`config.mk`:
```
export PLATFORM = sky130hd
export DESIGN_NAME = rsa_modular_exponentiation_unit
export DESIGN_NICKNAME = d
export VERILOG_FILES = /design/src/hw/rtl/rme_pkg.sv /design/src/hw/rtl/rme_regs.sv /design/src/hw/rtl/rme_mod_mul.sv /design/src/hw/rtl/rsa_modular_exponentiation_unit.sv
export SDC_FILE = /design/constraint.sdc
export NUM_CORES = 1
export LEC_CHECK = 0
export ABC_AREA = 1
export BUFFER_PORTS_ARGS = -buffer_cell sky130_fd_sc_hd__buf_2
export CELL_PAD_IN_SITES_DETAIL_PLACEMENT = 1
export CELL_PAD_IN_SITES_GLOBAL_PLACEMENT = 1
export CORE_ASPECT_RATIO = 0.9
export CORE_MARGIN = 3
export CORE_UTILIZATION = 50
export DETAILED_ROUTE_END_ITERATION = 12
export GPL_TIMING_DRIVEN = 0
export MAX_ROUTING_LAYER = met4
export PLACE_DENSITY_LB_ADDON = 0.2
export SLEW_MARGIN = 20
export SYNTH_ARGS = -nofsm -noshare
export SYNTH_HDL_FRONTEND = slang
export SYNTH_SLANG_ARGS = --single-unit
```
`constraint.sdc`:
```
create_clock -name clk -period 11.09 [get_ports clk]
set_clock_uncertainty 0.1 [all_clocks]
set_input_delay 2.218 -clock clk [delete_from_list [all_inputs] [get_ports clk]]
set_output_delay 2.218 -clock clk [all_outputs]
set_load 0.005 [all_outputs]
```
`src/hw/rtl/rme_pkg.sv`:
```
// Shared types and constants of the modular exponentiation unit.
// No dependencies; imported by the register file, the multiplier and the top level.
package rme_pkg;

  // Register index width and register indexes on the configuration port
  localparam int REG_IDX_W = 2;
  localparam logic [REG_IDX_W-1:0] REG_MODULUS     = 2'd0;
  localparam logic [REG_IDX_W-1:0] REG_PUBLIC_EXP  = 2'd1;
  localparam logic [REG_IDX_W-1:0] REG_PRIVATE_EXP = 2'd2;

  // Command codes of an input request
  localparam logic CMD_ENCRYPT = 1'b0;
  localparam logic CMD_DECRYPT = 1'b1;

  // Status of the shared modular multiplier
  typedef struct packed {
    logic busy;
    logic done;
  } mul_stat_t;

endpackage

```
`src/hw/rtl/rme_regs.sv`:
```
// Configuration register file: modulus and the two exponents behind an APB-style port.
// Depends on rme_pkg for the register indexes.
module rme_regs #(
  parameter int WORD_WIDTH = 32,
  parameter int DATA_W     = 32,
  parameter int ADDR_W     = 4
) (
  input  logic                  clk,
  input  logic                  rst,
  input  logic                  psel,
  input  logic                  penable,
  input  logic                  pwrite,
  input  logic [ADDR_W-1:0]     paddr,
  input  logic [DATA_W-1:0]     pwdata,
  output logic [DATA_W-1:0]     prdata,
  output logic [WORD_WIDTH-1:0] modulus,
  output logic [WORD_WIDTH-1:0] public_exponent,
  output logic [WORD_WIDTH-1:0] private_exponent
);
  import rme_pkg::*;

  localparam int ALIGN = (DATA_W > 32) ? 3 : 2;

  logic [REG_IDX_W-1:0]  idx;
  logic                  wr_en;
  logic [WORD_WIDTH-1:0] wr_val;

  assign idx    = paddr[ADDR_W-1:ALIGN];
  assign wr_en  = psel && penable && pwrite;
  assign wr_val = pwdata[WORD_WIDTH-1:0];

  // Write the addressed register; indexes beyond the list are dropped
  always_ff @(posedge clk) begin
    if (rst) begin
      modulus          <= WORD_WIDTH'(2);
      public_exponent  <= '0;
      private_exponent <= '0;
    end else if (wr_en) begin
      if (idx == REG_MODULUS)     modulus          <= wr_val;
      if (idx == REG_PUBLIC_EXP)  public_exponent  <= wr_val;
      if (idx == REG_PRIVATE_EXP) private_exponent <= wr_val;
    end
  end

  // Return the addressed register, zero beyond the list
  always_comb begin
    prdata = '0;
    if (idx == REG_MODULUS)     prdata = DATA_W'(modulus);
    if (idx == REG_PUBLIC_EXP)  prdata = DATA_W'(public_exponent);
    if (idx == REG_PRIVATE_EXP) prdata = DATA_W'(private_exponent);
  end

endmodule

```
`src/hw/rtl/rme_mod_mul.sv`:
```
// Shared iterative modular multiplier: (a * b) mod m by shift-and-add, one bit of b a cycle.
// Depends on rme_pkg for the status struct. Requires a < m; b may take any value.
module rme_mod_mul #(
  parameter int WORD_WIDTH = 32
) (
  input  logic                  clk,
  input  logic                  rst,
  input  logic                  start,
  input  logic [WORD_WIDTH-1:0] a,
  input  logic [WORD_WIDTH-1:0] b,
  input  logic [WORD_WIDTH-1:0] m,
  output logic [WORD_WIDTH-1:0] product,
  output rme_pkg::mul_stat_t    status
);
  import rme_pkg::*;

  localparam int CW = $clog2(WORD_WIDTH);
  localparam logic [CW-1:0] LAST = CW'(WORD_WIDTH - 1);

  logic [WORD_WIDTH-1:0] acc;
  logic [WORD_WIDTH-1:0] addend;
  logic [WORD_WIDTH-1:0] mult;
  logic [CW-1:0]         cnt;
  logic                  busy;
  logic                  done;
  logic [WORD_WIDTH-1:0] acc_next;
  logic [WORD_WIDTH-1:0] addend_next;

  // (x + y) mod m for x, y below m, without a carry out of the word
  function automatic logic [WORD_WIDTH-1:0] add_mod(input logic [WORD_WIDTH-1:0] x,
                                                    input logic [WORD_WIDTH-1:0] y,
                                                    input logic [WORD_WIDTH-1:0] md);
    logic [WORD_WIDTH-1:0] room;
    room = md - y;
    if (x >= room) return x - room;
    return x + y;
  endfunction

  // Two independent modular adders: accumulate and double
  assign acc_next    = mult[0] ? add_mod(acc, addend, m) : acc;
  assign addend_next = add_mod(addend, addend, m);

  // Control: run one step per cycle over every bit of b
  always_ff @(posedge clk) begin
    if (rst) begin
      busy <= 1'b0;
      done <= 1'b0;
      cnt  <= '0;
    end else begin
      done <= 1'b0;
      if (start) begin
        busy <= 1'b1;
        cnt  <= '0;
      end else if (busy) begin
        cnt <= cnt + 1'b1;
        if (cnt == LAST) begin
          busy <= 1'b0;
          done <= 1'b1;
        end
      end
    end
  end

  // Datapath: load operands, then advance one bit of b
  always_ff @(posedge clk) begin
    if (start) begin
      acc    <= '0;
      addend <= a;
      mult   <= b;
    end else if (busy) begin
      acc    <= acc_next;
      addend <= addend_next;
      mult   <= mult >> 1;
    end
  end

  assign product     = acc;
  assign status.busy = busy;
  assign status.done = done;

endmodule

```
`src/hw/rtl/rsa_modular_exponentiation_unit.sv`:
```
// RSA modular exponentiation unit: top level with the square-and-multiply sequencer.
// Depends on rme_pkg, rme_regs and rme_mod_mul.
//
// Each request (command, operand_value) yields operand_value raised to the public
// exponent (command 0) or private exponent (command 1) modulo the configured modulus;
// an exponent of zero gives 1 and a modulus below 2 gives 0. One shared modular
// multiplier, which consumes one multiplier bit per cycle, sets the pace: the operand
// is first reduced, then each exponent bit costs one squaring and, when the bit is
// set, one multiplication; the squaring after the highest set bit is skipped. A new
// request is not taken until the last one is through: the unit holds in_stall high
// for the whole of a request; a finished result waits in the output register while
// the next request is taken. The user must write configuration only while the unit
// is idle; the unit itself does not enforce this.
module rsa_modular_exponentiation_unit #(
  parameter int WORD_WIDTH = 32,
  localparam int DATA_W = (WORD_WIDTH > 32) ? 64 : 32,
  localparam int ADDR_W = ((WORD_WIDTH > 32) ? 3 : 2) + rme_pkg::REG_IDX_W
) (
  input  logic                  clk,
  input  logic                  rst,
  // configuration port
  input  logic                  psel,
  input  logic                  penable,
  input  logic                  pwrite,
  input  logic [ADDR_W-1:0]     paddr,
  input  logic [DATA_W-1:0]     pwdata,
  output logic [DATA_W-1:0]     prdata,
  output logic                  pready,
  // request channel
  input  logic                  in_valid,
  output logic                  in_stall,
  input  logic                  command,
  input  logic [WORD_WIDTH-1:0] operand_value,
  // result channel
  output logic                  out_valid,
  input  logic                  out_stall,
  output logic [WORD_WIDTH-1:0] result_value
);
  import rme_pkg::*;

  localparam logic [2:0] S_IDLE   = 3'd0;
  localparam logic [2:0] S_REDUCE = 3'd1;
  localparam logic [2:0] S_TEST   = 3'd2;
  localparam logic [2:0] S_MULT   = 3'd3;
  localparam logic [2:0] S_SQUARE = 3'd4;
  localparam logic [2:0] S_FINISH = 3'd5;

  logic [2:0]            state;
  logic [WORD_WIDTH-1:0] base;
  logic [WORD_WIDTH-1:0] acc;
  logic [WORD_WIDTH-1:0] expo;
  logic [WORD_WIDTH-1:0] modulus;
  logic [WORD_WIDTH-1:0] public_exponent;
  logic [WORD_WIDTH-1:0] private_exponent;
  logic                  in_accept;
  logic                  out_free;
  logic                  mod_ok;
  logic                  mul_start;
  logic [WORD_WIDTH-1:0] mul_a;
  logic [WORD_WIDTH-1:0] mul_b;
  logic [WORD_WIDTH-1:0] mul_product;
  mul_stat_t             mul_status;

  rme_regs #(
    .WORD_WIDTH(WORD_WIDTH),
    .DATA_W    (DATA_W),
    .ADDR_W    (ADDR_W)
  ) u_regs (
    .clk             (clk),
    .rst             (rst),
    .psel            (psel),
    .penable         (penable),
    .pwrite          (pwrite),
    .paddr           (paddr),
    .pwdata          (pwdata),
    .prdata          (prdata),
    .modulus         (modulus),
    .public_exponent (public_exponent),
    .private_exponent(private_exponent)
  );

  assign pready = 1'b1;

  assign in_stall  = (state != S_IDLE);
  assign in_accept = in_valid && !in_stall;
  assign out_free  = !out_valid || !out_stall;
  assign mod_ok    = (modulus >= WORD_WIDTH'(2));

  // Start the multiplier on reduction, multiply or square
  assign mul_start = (in_accept && mod_ok) || ((state == S_TEST) && (expo != '0));

  // Operand selection: reduction is 1 * value, then acc * base or base * base
  always_comb begin
    if (state == S_IDLE) begin
      mul_a = WORD_WIDTH'(1);
      mul_b = operand_value;
    end else if (expo[0]) begin
      mul_a = acc;
      mul_b = base;
    end else begin
      mul_a = base;
      mul_b = base;
    end
  end

  rme_mod_mul #(
    .WORD_WIDTH(WORD_WIDTH)
  ) u_mul (
    .clk    (clk),
    .rst    (rst),
    .start  (mul_start),
    .a      (mul_a),
    .b      (mul_b),
    .m      (modulus),
    .product(mul_product),
    .status (mul_status)
  );

  // Output register: load on finish, drop once taken
  always_ff @(posedge clk) begin
    if (rst) begin
      out_valid <= 1'b0;
    end else if (out_free) begin
      out_valid <= (state == S_FINISH);
    end
  end

  // Sequencer: reduce, then walk the exponent from its low bit
  always_ff @(posedge clk) begin
    if (rst) begin
      state <= S_IDLE;
    end else begin
      unique case (state)
        S_IDLE: begin
          if (in_accept) begin
            expo  <= (command == CMD_DECRYPT) ? private_exponent : public_exponent;
            acc   <= mod_ok ? WORD_WIDTH'(1) : '0;
            state <= mod_ok ? S_REDUCE : S_FINISH;
          end
        end
        S_REDUCE: begin
          if (mul_status.done) begin
            base  <= mul_product;
            state <= S_TEST;
          end
        end
        S_TEST: begin
          if (expo == '0) begin
            state <= S_FINISH;
          end else if (expo[0]) begin
            state <= S_MULT;
          end else begin
            expo  <= expo >> 1;
            state <= S_SQUARE;
          end
        end
        S_MULT: begin
          if (mul_status.done) begin
            acc     <= mul_product;
            expo[0] <= 1'b0;
            state   <= S_TEST;
          end
        end
        S_SQUARE: begin
          if (mul_status.done) begin
            base  <= mul_product;
            state <= S_TEST;
          end
        end
        S_FINISH: begin
          // Hold until the output register is free
          if (out_free) begin
            result_value <= acc;
            state        <= S_IDLE;
          end
        end
        default: state <= S_IDLE;
      endcase
    end
  end

endmodule

```
**Word level (Yosys, flattened, before mapping)**

Index checks and enable logic that the tools add are counted.

- Word-level logic and storage cells: 112
- Bits of input ports: 76
- Register bits: 331
- Output and inout port bits: 67

- $lt $le $gt $ge: 3
- Reduce and logical (&&, ||, !) cells: 33
- Mux-type cells: 38
- Equal/unequal tests: 14
- Bitwise operators: 2
- Add/subtract/negate cells: 6

Operators with widths:

| kind | count |
|---|---|
| $mux W32 | 20 |
| $sub A32 B32 Y32 | 3 |
| $add A32 B32 Y32 | 2 |
| $ge A32 B32 Y1 | 2 |
| $pmux W32 S2 | 1 |
| $pmux W31 S2 | 1 |
| $ge A32 B2 Y1 const B | 1 |
| $logic_not A32 Y1 | 1 |
| $reduce_bool A32 Y1 | 1 |
| $mux W3 | 6 |
| $pmux W3 S4 | 1 |
| $reduce_and A5 Y1 | 2 |
| $reduce_and A3 Y1 | 3 |
| $mux W1 | 8 |
| $ne A2 B2 Y1 const B | 4 |
| $reduce_and A2 Y1 | 4 |
| $eq A3 B2 Y1 const B | 2 |
| $eq A3 B3 Y1 const B | 2 |
| $reduce_bool A2 Y1 | 3 |
| $reduce_bool A3 Y1 | 2 |
| $reduce_or A3 Y1 | 2 |
| $add A5 B1 Y5 const B | 1 |
| $eq A5 B5 Y1 const B | 1 |
| $logic_and A1 B1 Y1 | 5 |
| other kinds (12) | 18 |

**Logic depth before layout (Yosys ltp)**

Gate-level depths: netlist of run 1.

- Word-level depth: 6
- Gate-level depth with buffers: 33
- Gate-level depth less buffers: 32

**Hierarchy**

Synthesis of run 1 repeated with hierarchy kept, for this count alone.

- Cell total of the unflattened synthesis: 3328
- Area, all modules: 23062.1 sq um

Modules (own cells, without submodules):

| module | instances | cells an instance | sequential area each (sq um) | area an instance (sq um) |
|---|---|---|---|---|
| rme_mod_mul | 1 | 1898 | 2702.6 | 12194.2 |
| rsa_modular_exponentiation_unit | 1 | 728 | 3923.8 | 6448.7 |
| rme_regs | 1 | 702 | 1921.8 | 4419.2 |

**Least setup slack after synthesis of run 1**

OpenSTA, ideal clock, no wires.

- Kind: input to register
- From: in rst
- To: reg expo[10], enable pin
- Buffers on the path: 1
- Setup slack: 4754 ps
- Required time: 10493 ps
- Setup time: 497 ps
- Stages: 4
- Arrival time: 5739 ps
- Cell sequence: clkinv_1 > clkbuf_1 > nand2_1 > nor4_1

- Cells in the longest elaborated chain, start to end: 2

RTL lines:

| element | RTL line | RTL |
|---|---|---|
| start: declaration | rsa_modular_exponentiation_unit.sv:20 | `input logic rst,` |
| $not A1 Y1 (no source line) | n/a |  |
| $reduce_and A5 Y1 (no source line) | n/a |  |
| end signal: assignment | rsa_modular_exponentiation_unit.sv:136 | `expo <= (command == CMD_DECRYPT) ? private_exponent : public_exponent;` |
| end signal: assignment | rsa_modular_exponentiation_unit.sv:153 | `expo <= expo >> 1;` |
| end: declaration | rsa_modular_exponentiation_unit.sv:51 | `logic [WORD_WIDTH-1:0] expo;` |

Every way passes these cells.
A chain may end at the register's enable or synchronous reset.

**Final worst setup path of run 1**

- From: reg u_mul.addend[1]
- To: reg u_mul.addend[11] (data pin)

- Cells in the longest elaborated chain, start to end: 6
- Elaborated cells on any way between the ends: 9
- Classes of those cells: add/sub: 3; order compare: 1; mux: 5

RTL lines:

| element | RTL line | RTL |
|---|---|---|
| start: declaration | rme_mod_mul.sv:21 | `logic [WORD_WIDTH-1:0] addend;` |
| start signal: assignment | rme_mod_mul.sv:72 | `addend <= addend_next;` |
| $sub A32 B32 Y32 | rme_mod_mul.sv:34 | `room = md - y;` |
| $sub A32 B32 Y32 or $ge A32 B32 Y1 (tied branches) | rme_mod_mul.sv:35 | `if (x >= room) return x - room;` |
| $mux W32 or $mux W1 (tied branches) | rme_mod_mul.sv:35 |  |
| $mux W32 * | rme_mod_mul.sv:36 | `return x + y;` |
| $mux W32 * | rme_mod_mul.sv:70 | `end else if (busy) begin` |
| $mux W32 * | rme_mod_mul.sv:66 | `if (start) begin` |

Every way passes the cells marked *; elsewhere a longest branch is shown, timed or not. The select of a mux whose other input is x is not followed.

==> results of run 1 <==
per-layer routing:
metal	up-vias	part of all wire	wire [um]
met5	-	0	0
met2	933	0.45	38700
met1	10615	0.43	36800
met3	229	0.078	6740
li1	9867	-	-
met4	0	0.045	3880
cells by family after synthesis:
kind of cell | count (synthesis) | share of synthesized area
simple gates | 1202 | 0.245
compound gates | 580 | 0.150
buf+inv | 418 | 0.0764
flops | 331 | 0.398
fa+ha+maj | 129 | 0.0766
xor+xnor | 105 | 0.0428
mux | 24 | 0.0112
other cells | 1 | 0.000175
area by class of cell:
class	instances	area [um2]
Fill cell	5339	17700
Multi-Input combinational cell	2041	11300
Sequential cell	331	8550
Inverter	310	1160
Clock buffer	52	1110
Timing Repair Buffer	146	801
Tap cell	547	684
Buffer	108	478
Clock inverter	21	245
Antenna cell	5	12.5
stage by stage:
stage	util	setup slack (ns)
detailed placement	0.546	4.85
floorplan	-	4.75
finish	0.579	4.65
global placement	0.543	2.96
global route	0.579	4.32
CTS	0.578	4.77
report_power, final:
part	total [mW]	internal (mW)	switching, mW
clock network	1.39	0.806	0.581
registers	1.97	1.70	0.275
logic	4.76	1.56	3.19
total	8.12	4.07	4.05
cell usage in the layout, fill, tap and decap left out, types with 125 or more instances in the layout:
master,Yosys,routed
dfxtp_1,139,139
nor2_1,293,290
nand3_1,161,161
edfxtp_1,192,192
buf_2,10,151
o21ai_0,208,208
inv_1,304,304
a21oi_1,204,203
ha_1,125,125
nand2_1,592,591
final timing paths:
path,to,slack [ns],start,cells past startpoint
worst max register to register,u_mul.addend[11],4.65,u_mul.addend[1],22
worst max-delay path,u_mul.addend[11],4.65,u_mul.addend[1],22
worst min register to register,result_value[16],0.35,acc[16],0
worst min-delay path,result_value[16],0.35,acc[16],0
flip-flops by register name (all words and copies together), names as in the netlist:
name	cells
u_mul.busy	1
acc	32
base	32
expo	32
state	3
u_mul.addend	32
out_valid	1
u_regs.private_exponent	32
u_mul.mult	32
u_mul.product	32
u_regs.modulus	32
u_mul.cnt	5
u_mul.done	1
result_value	32
u_regs.public_exponent	32
==> metrics, run 1 <==
Arrival @ worst endpoint=6.63 ns; Max Cap Viol=0; largest net degree at the start of global routing=37; Leak Pwr=10.8 nW; synth warn=0; share of synthesized registers carrying an async set or reset=0; Max Clk Rate=0.155 GHz; area post-placement=23,000 um2; gr ovfl total=0; VDD IR max=0.000218 V; startpoint type of the worst setup path=flip-flop; Placeable Area=42,100 um2; routed vias=21,644; most used cell, CP=nand2_1; top-area cell type share of the netlist area=0.268; WL final=86.1 mm; first-pass GRT wire length=131 mm; Cell variety after synth=54; Hold-fix buffers, CTS=0; cell area after synthesis=21,500 um2; Synth-to-Final Area Change=13.5%; count of final setup violators=0; Die ar.=45,500 um2; cell with the most instances after synthesis=nand2_1; Starting Density=0.510; min Tclk post-route=6.44 ns; CTS resizes=0; TritonCTS clock tree=yes; met1 Usage GRT=0.509; CP max stage delay=0.93 ns; drt initial violations=1,971; 1st-pass router iterations=5; detailed placement HPWL=67.8 mm; worst slew pin tran=1.18 ns; Sink Count=331; total CTS buffers=40; Non-Filler Instances=3,561; Yosys top cell by area=edfxtp_1; Net Count, Synth=2,995; Final period util=0.581; die width=224 um; GR Layer Usage met3=0.0606; Final Hold Vio Count=0; largest delay contributor family on the critical path=simple AND/OR/NAND/NOR gates; CTS Buffer Depth=3; clock root buffer=clkbuf_16; Slowest cell on crit path=nor3_1; chip height=203 um; Cell Rows=71; Worst Path Required=11.28 ns; slew margin rel.=0.206; critical path cell sequence=inv_1 > ha_1 > nand2_1 > o21a_1 > o21ai_0 > nand2_1 > nand2_1 > nand4_1 > o211ai_1 > nand3_1 > nand2_1 > a31oi_1 > xor2_1 > ha_1 > a21o_1 > a21oi_1 > nor2_1 > nor3_1 > buf_1 > nand3_2 > nand3_1 > o21ai_1; ANT nets after route=0; post-synthesis sequential area ratio=0.398; Port Buffers=138; Top Usage Layer GRT=met2; WS Path Type=flip-flop to flip-flop; Hold Path Class=flip-flop to flip-flop; GPL Wtd Cong=0.950; worst-path fanout max=10; wire length per cell=24.2 um; Post-synth EDFFs=192; Power per Cell Area=333 nW/um2; Worst Setup End Kind=flip-flop; layout cells sized above 1=0.0974; htree depth=2; vias in the first global route=22,267; CTS clk-pin slew, worst paths=0.07 ns; final instance area=24,400 um2; top cells by count, synth=nand2_1 (592), inv_1 (304), nor2_1 (293), o21ai_0 (208), a21oi_1 (204); placed cell count=3,483; met2 Use GR=0.593; syn avg cell area=7.70 um2; Hold Slack=0.351 ns; Worst-Skew Late Latency=0.58 ns; worst path bufs/invs=2; layout net count=3,183; Post-CTS Setup Inserts=0; cell count after synthesis=2,790; FF+latch count, synth=331; routed vias/inst=6.08; largest cells by area after synthesis=edfxtp_1 (27%), dfxtp_1 (13%), nand2_1 (10%), ha_1 (7.3%), inv_1 (5.3%); initial antenna violation count=4; Max Slew Vio Count=0; total power=8.12 mW; DRC Markers=0; dominant synthesized flop cell=edfxtp_1; RSZ-0062 raised after global routing=false; Total GRT Usage=0.386; setup_tns=0 ns; IO Count=143; status=complete, no violations
Note: power is estimated with default switching activity, not from simulation.
==> run 2: changes to the inputs <==
--- a/config.mk
+++ b/config.mk
@@ -11,7 +11,7 @@
 export CELL_PAD_IN_SITES_GLOBAL_PLACEMENT = 1
 export CORE_ASPECT_RATIO = 0.9
 export CORE_MARGIN = 3
-export CORE_UTILIZATION = 50
+export CORE_UTILIZATION = 42
 export DETAILED_ROUTE_END_ITERATION = 12
 export GPL_TIMING_DRIVEN = 0
 export MAX_ROUTING_LAYER = met4
==> constraint.sdc (replaced) <==
create_clock -name clk -period 5.7 [get_ports clk]
set_clock_uncertainty 0.1 [all_clocks]
set_input_delay 1.14 -clock clk [delete_from_list [all_inputs] [get_ports clk]]
set_output_delay 1.14 -clock clk [all_outputs]
set_load 0.005 [all_outputs]
==> run 2 against run 1 <==
Compared with the run above:
- clock power grew 74%
- register-to-register slack lost 4.4 ns
- worst hold slack gained 0.0051 ns
- combinational power grew 91%
- cell area grew 0.27%
- non-clock buffer count grew 3
- count of clock-buffer cells in the layout shrank 5
- core utilization shrank 8.8 points
- flip-flop and latch count is the same
- setup slack lost 4.4 ns
- largest power group unchanged
==> metrics, run 2 (synthesis gave the netlist of run 1 again) <==
status=complete, no violations; CTS clk-pin slew, worst paths=0.06 ns; startpoint type of the worst setup path=flip-flop; largest net degree at the start of global routing=50; Sink Count=331; Port Buffers=138; Worst Path Required=6.01 ns; DRC Markers=0; WHS Path Cells=0; clock root buffer=clkbuf_16; Max Clk Rate=0.185 GHz; most frequent cells in the layout=nand2_1 (591), inv_1 (303), nor2_1 (287), o21ai_0 (208), a21oi_1 (201); Arrival @ worst endpoint=5.73 ns; 1st-pass router iterations=5; Cell Rows=77; drt initial violations=1,532; Worst Setup End Kind=flip-flop; commonest non-fill, non-tap cell in the layout=nand2_1; CTS Buffer Depth=3; RSZ-0062 raised after global routing=false; Final Hold Vio Count=0; chip height=221 um; setup_tns=0 ns; placed cell count=3,607; Synth-to-Final Area Change=13.8%; gr ovfl total=0; Placeable Area=49,800 um2; Filler cells=6,237; IO Count=143; WS Path Type=flip-flop to flip-flop; R2R cell count=22; worst-path fanout max=10; min Tclk post-route=5.42 ns; TritonCTS clock tree=yes; wire length per cell=22.5 um; layout net count=3,183; routed vias/inst=5.70; die width=244 um; Max Slew Vio Count=0; Final period util=0.951; worst slew pin tran=0.945 ns; WL final=82.8 mm; GPL Wtd Cong=0.930; ANT nets after route=0; Leak Pwr=10.7 nW; first-pass GRT wire length=127 mm; total power=15.3 mW; VDD IR max=0.000291 V; Non-Filler Instances=3,680; slew margin rel.=0.370; routed vias=20,968; count of final setup violators=0; register area=8550 um2; detailed placement HPWL=67.5 mm; htree depth=2; initial antenna violation count=2; Hold Path Class=flip-flop to flip-flop; Power per Cell Area=628 nW/um2; Die ar.=53,900 um2; Total GRT Usage=0.315; area of the multi-input gates=11,400 um2; total CTS buffers=37; Starting Density=0.431; vias in the first global route=21,519; Max Cap Viol=0; Worst-Skew Late Latency=0.58 ns; layout cells sized above 1=0.0981
run 2: cell count changes in the layout (fill, tap and decap cells not counted), moves of 3 or more:
cell and delta:
inv_6 -3, clkbuf_8 -4, clkbuf_16 -4, nor2_1 -3, clkinv_1 +4
run 2: where the power goes:
group	total (mW)	internal, mW	switching [mW]
clock	2.42	1.34	1.07
combinational	9.09	3.10	5.99
sequential	3.85	3.30	0.545
run 2: final cells by class:
class | count | area share
repair buffers | 149 | 0.0347
flip-flops and latches | 331 | 0.350
clock inverters | 20 | 0.00809
plain buffers | 108 | 0.0198
multi-input cells | 2041 | 0.466
inverters | 310 | 0.0476
clock buffers | 47 | 0.0394
diodes | 3 | 0.000307
well taps | 671 | 0.0344
run 2: final timing paths:
path / from / to / slack (ns)
worst max-delay path: u_mul.addend[1] / u_mul.product[31] / 0.28
worst min-delay path: acc[28] / result_value[28] / 0.36
worst max register to register: u_mul.addend[1] / u_mul.product[31] / 0.28
worst min register to register: acc[28] / result_value[28] / 0.36
run 2: through the flow:
stage / hold slack (ns) / instance area, um2 / worst slack [ns] / utilization
after floorplan: 0.326 / 21500 / 0.442 / -
after global placement: 0.331 / 23000 / -1.59 / 0.462
after detailed placement: 0.343 / 23200 / -0.119 / 0.465
after CTS: 0.355 / 24400 / 0.0536 / 0.489
after global routing: 0.363 / 24400 / 0.00189 / 0.491
final: 0.356 / 24400 / 0.282 / 0.491
run 2: what timing repair did:
action,4_1_cts,5_1_grt
buffers inserted,0,3
hold buffers,0,0
setup endpoints to repair,27,64
gates resized for setup,2,15
pin swaps,0,1
run 2: metal layers:
layer  up-vias  GRT usage  wire, um
met5         -          -         0
li1       9875          -         -
met2       601      0.490     36900
met3       134     0.0401      4880
met4         0     0.0871      2230
met1     10358      0.435     38800
run 2: critical path, cell delays in order, from the launching register on:
cell and delay (ns):
edfxtp_1 0.48, inv_1 0.20, ha_1 0.32, nand2_1 0.06
o21a_1 0.20, o21ai_0 0.35, nand2_1 0.12, nand2_1 0.25
a31oi_1 0.17, inv_1 0.09, a31oi_1 0.10, xor2_1 0.20
ha_1 0.38, nand2_1 0.13, nor2_1 0.20, nand2_1 0.09
nor4_1 0.69, nand4_2 0.28, nand4_2 0.27, buf_4 0.24
nand3_1 0.15, nand3_1 0.11, a21oi_1 0.07
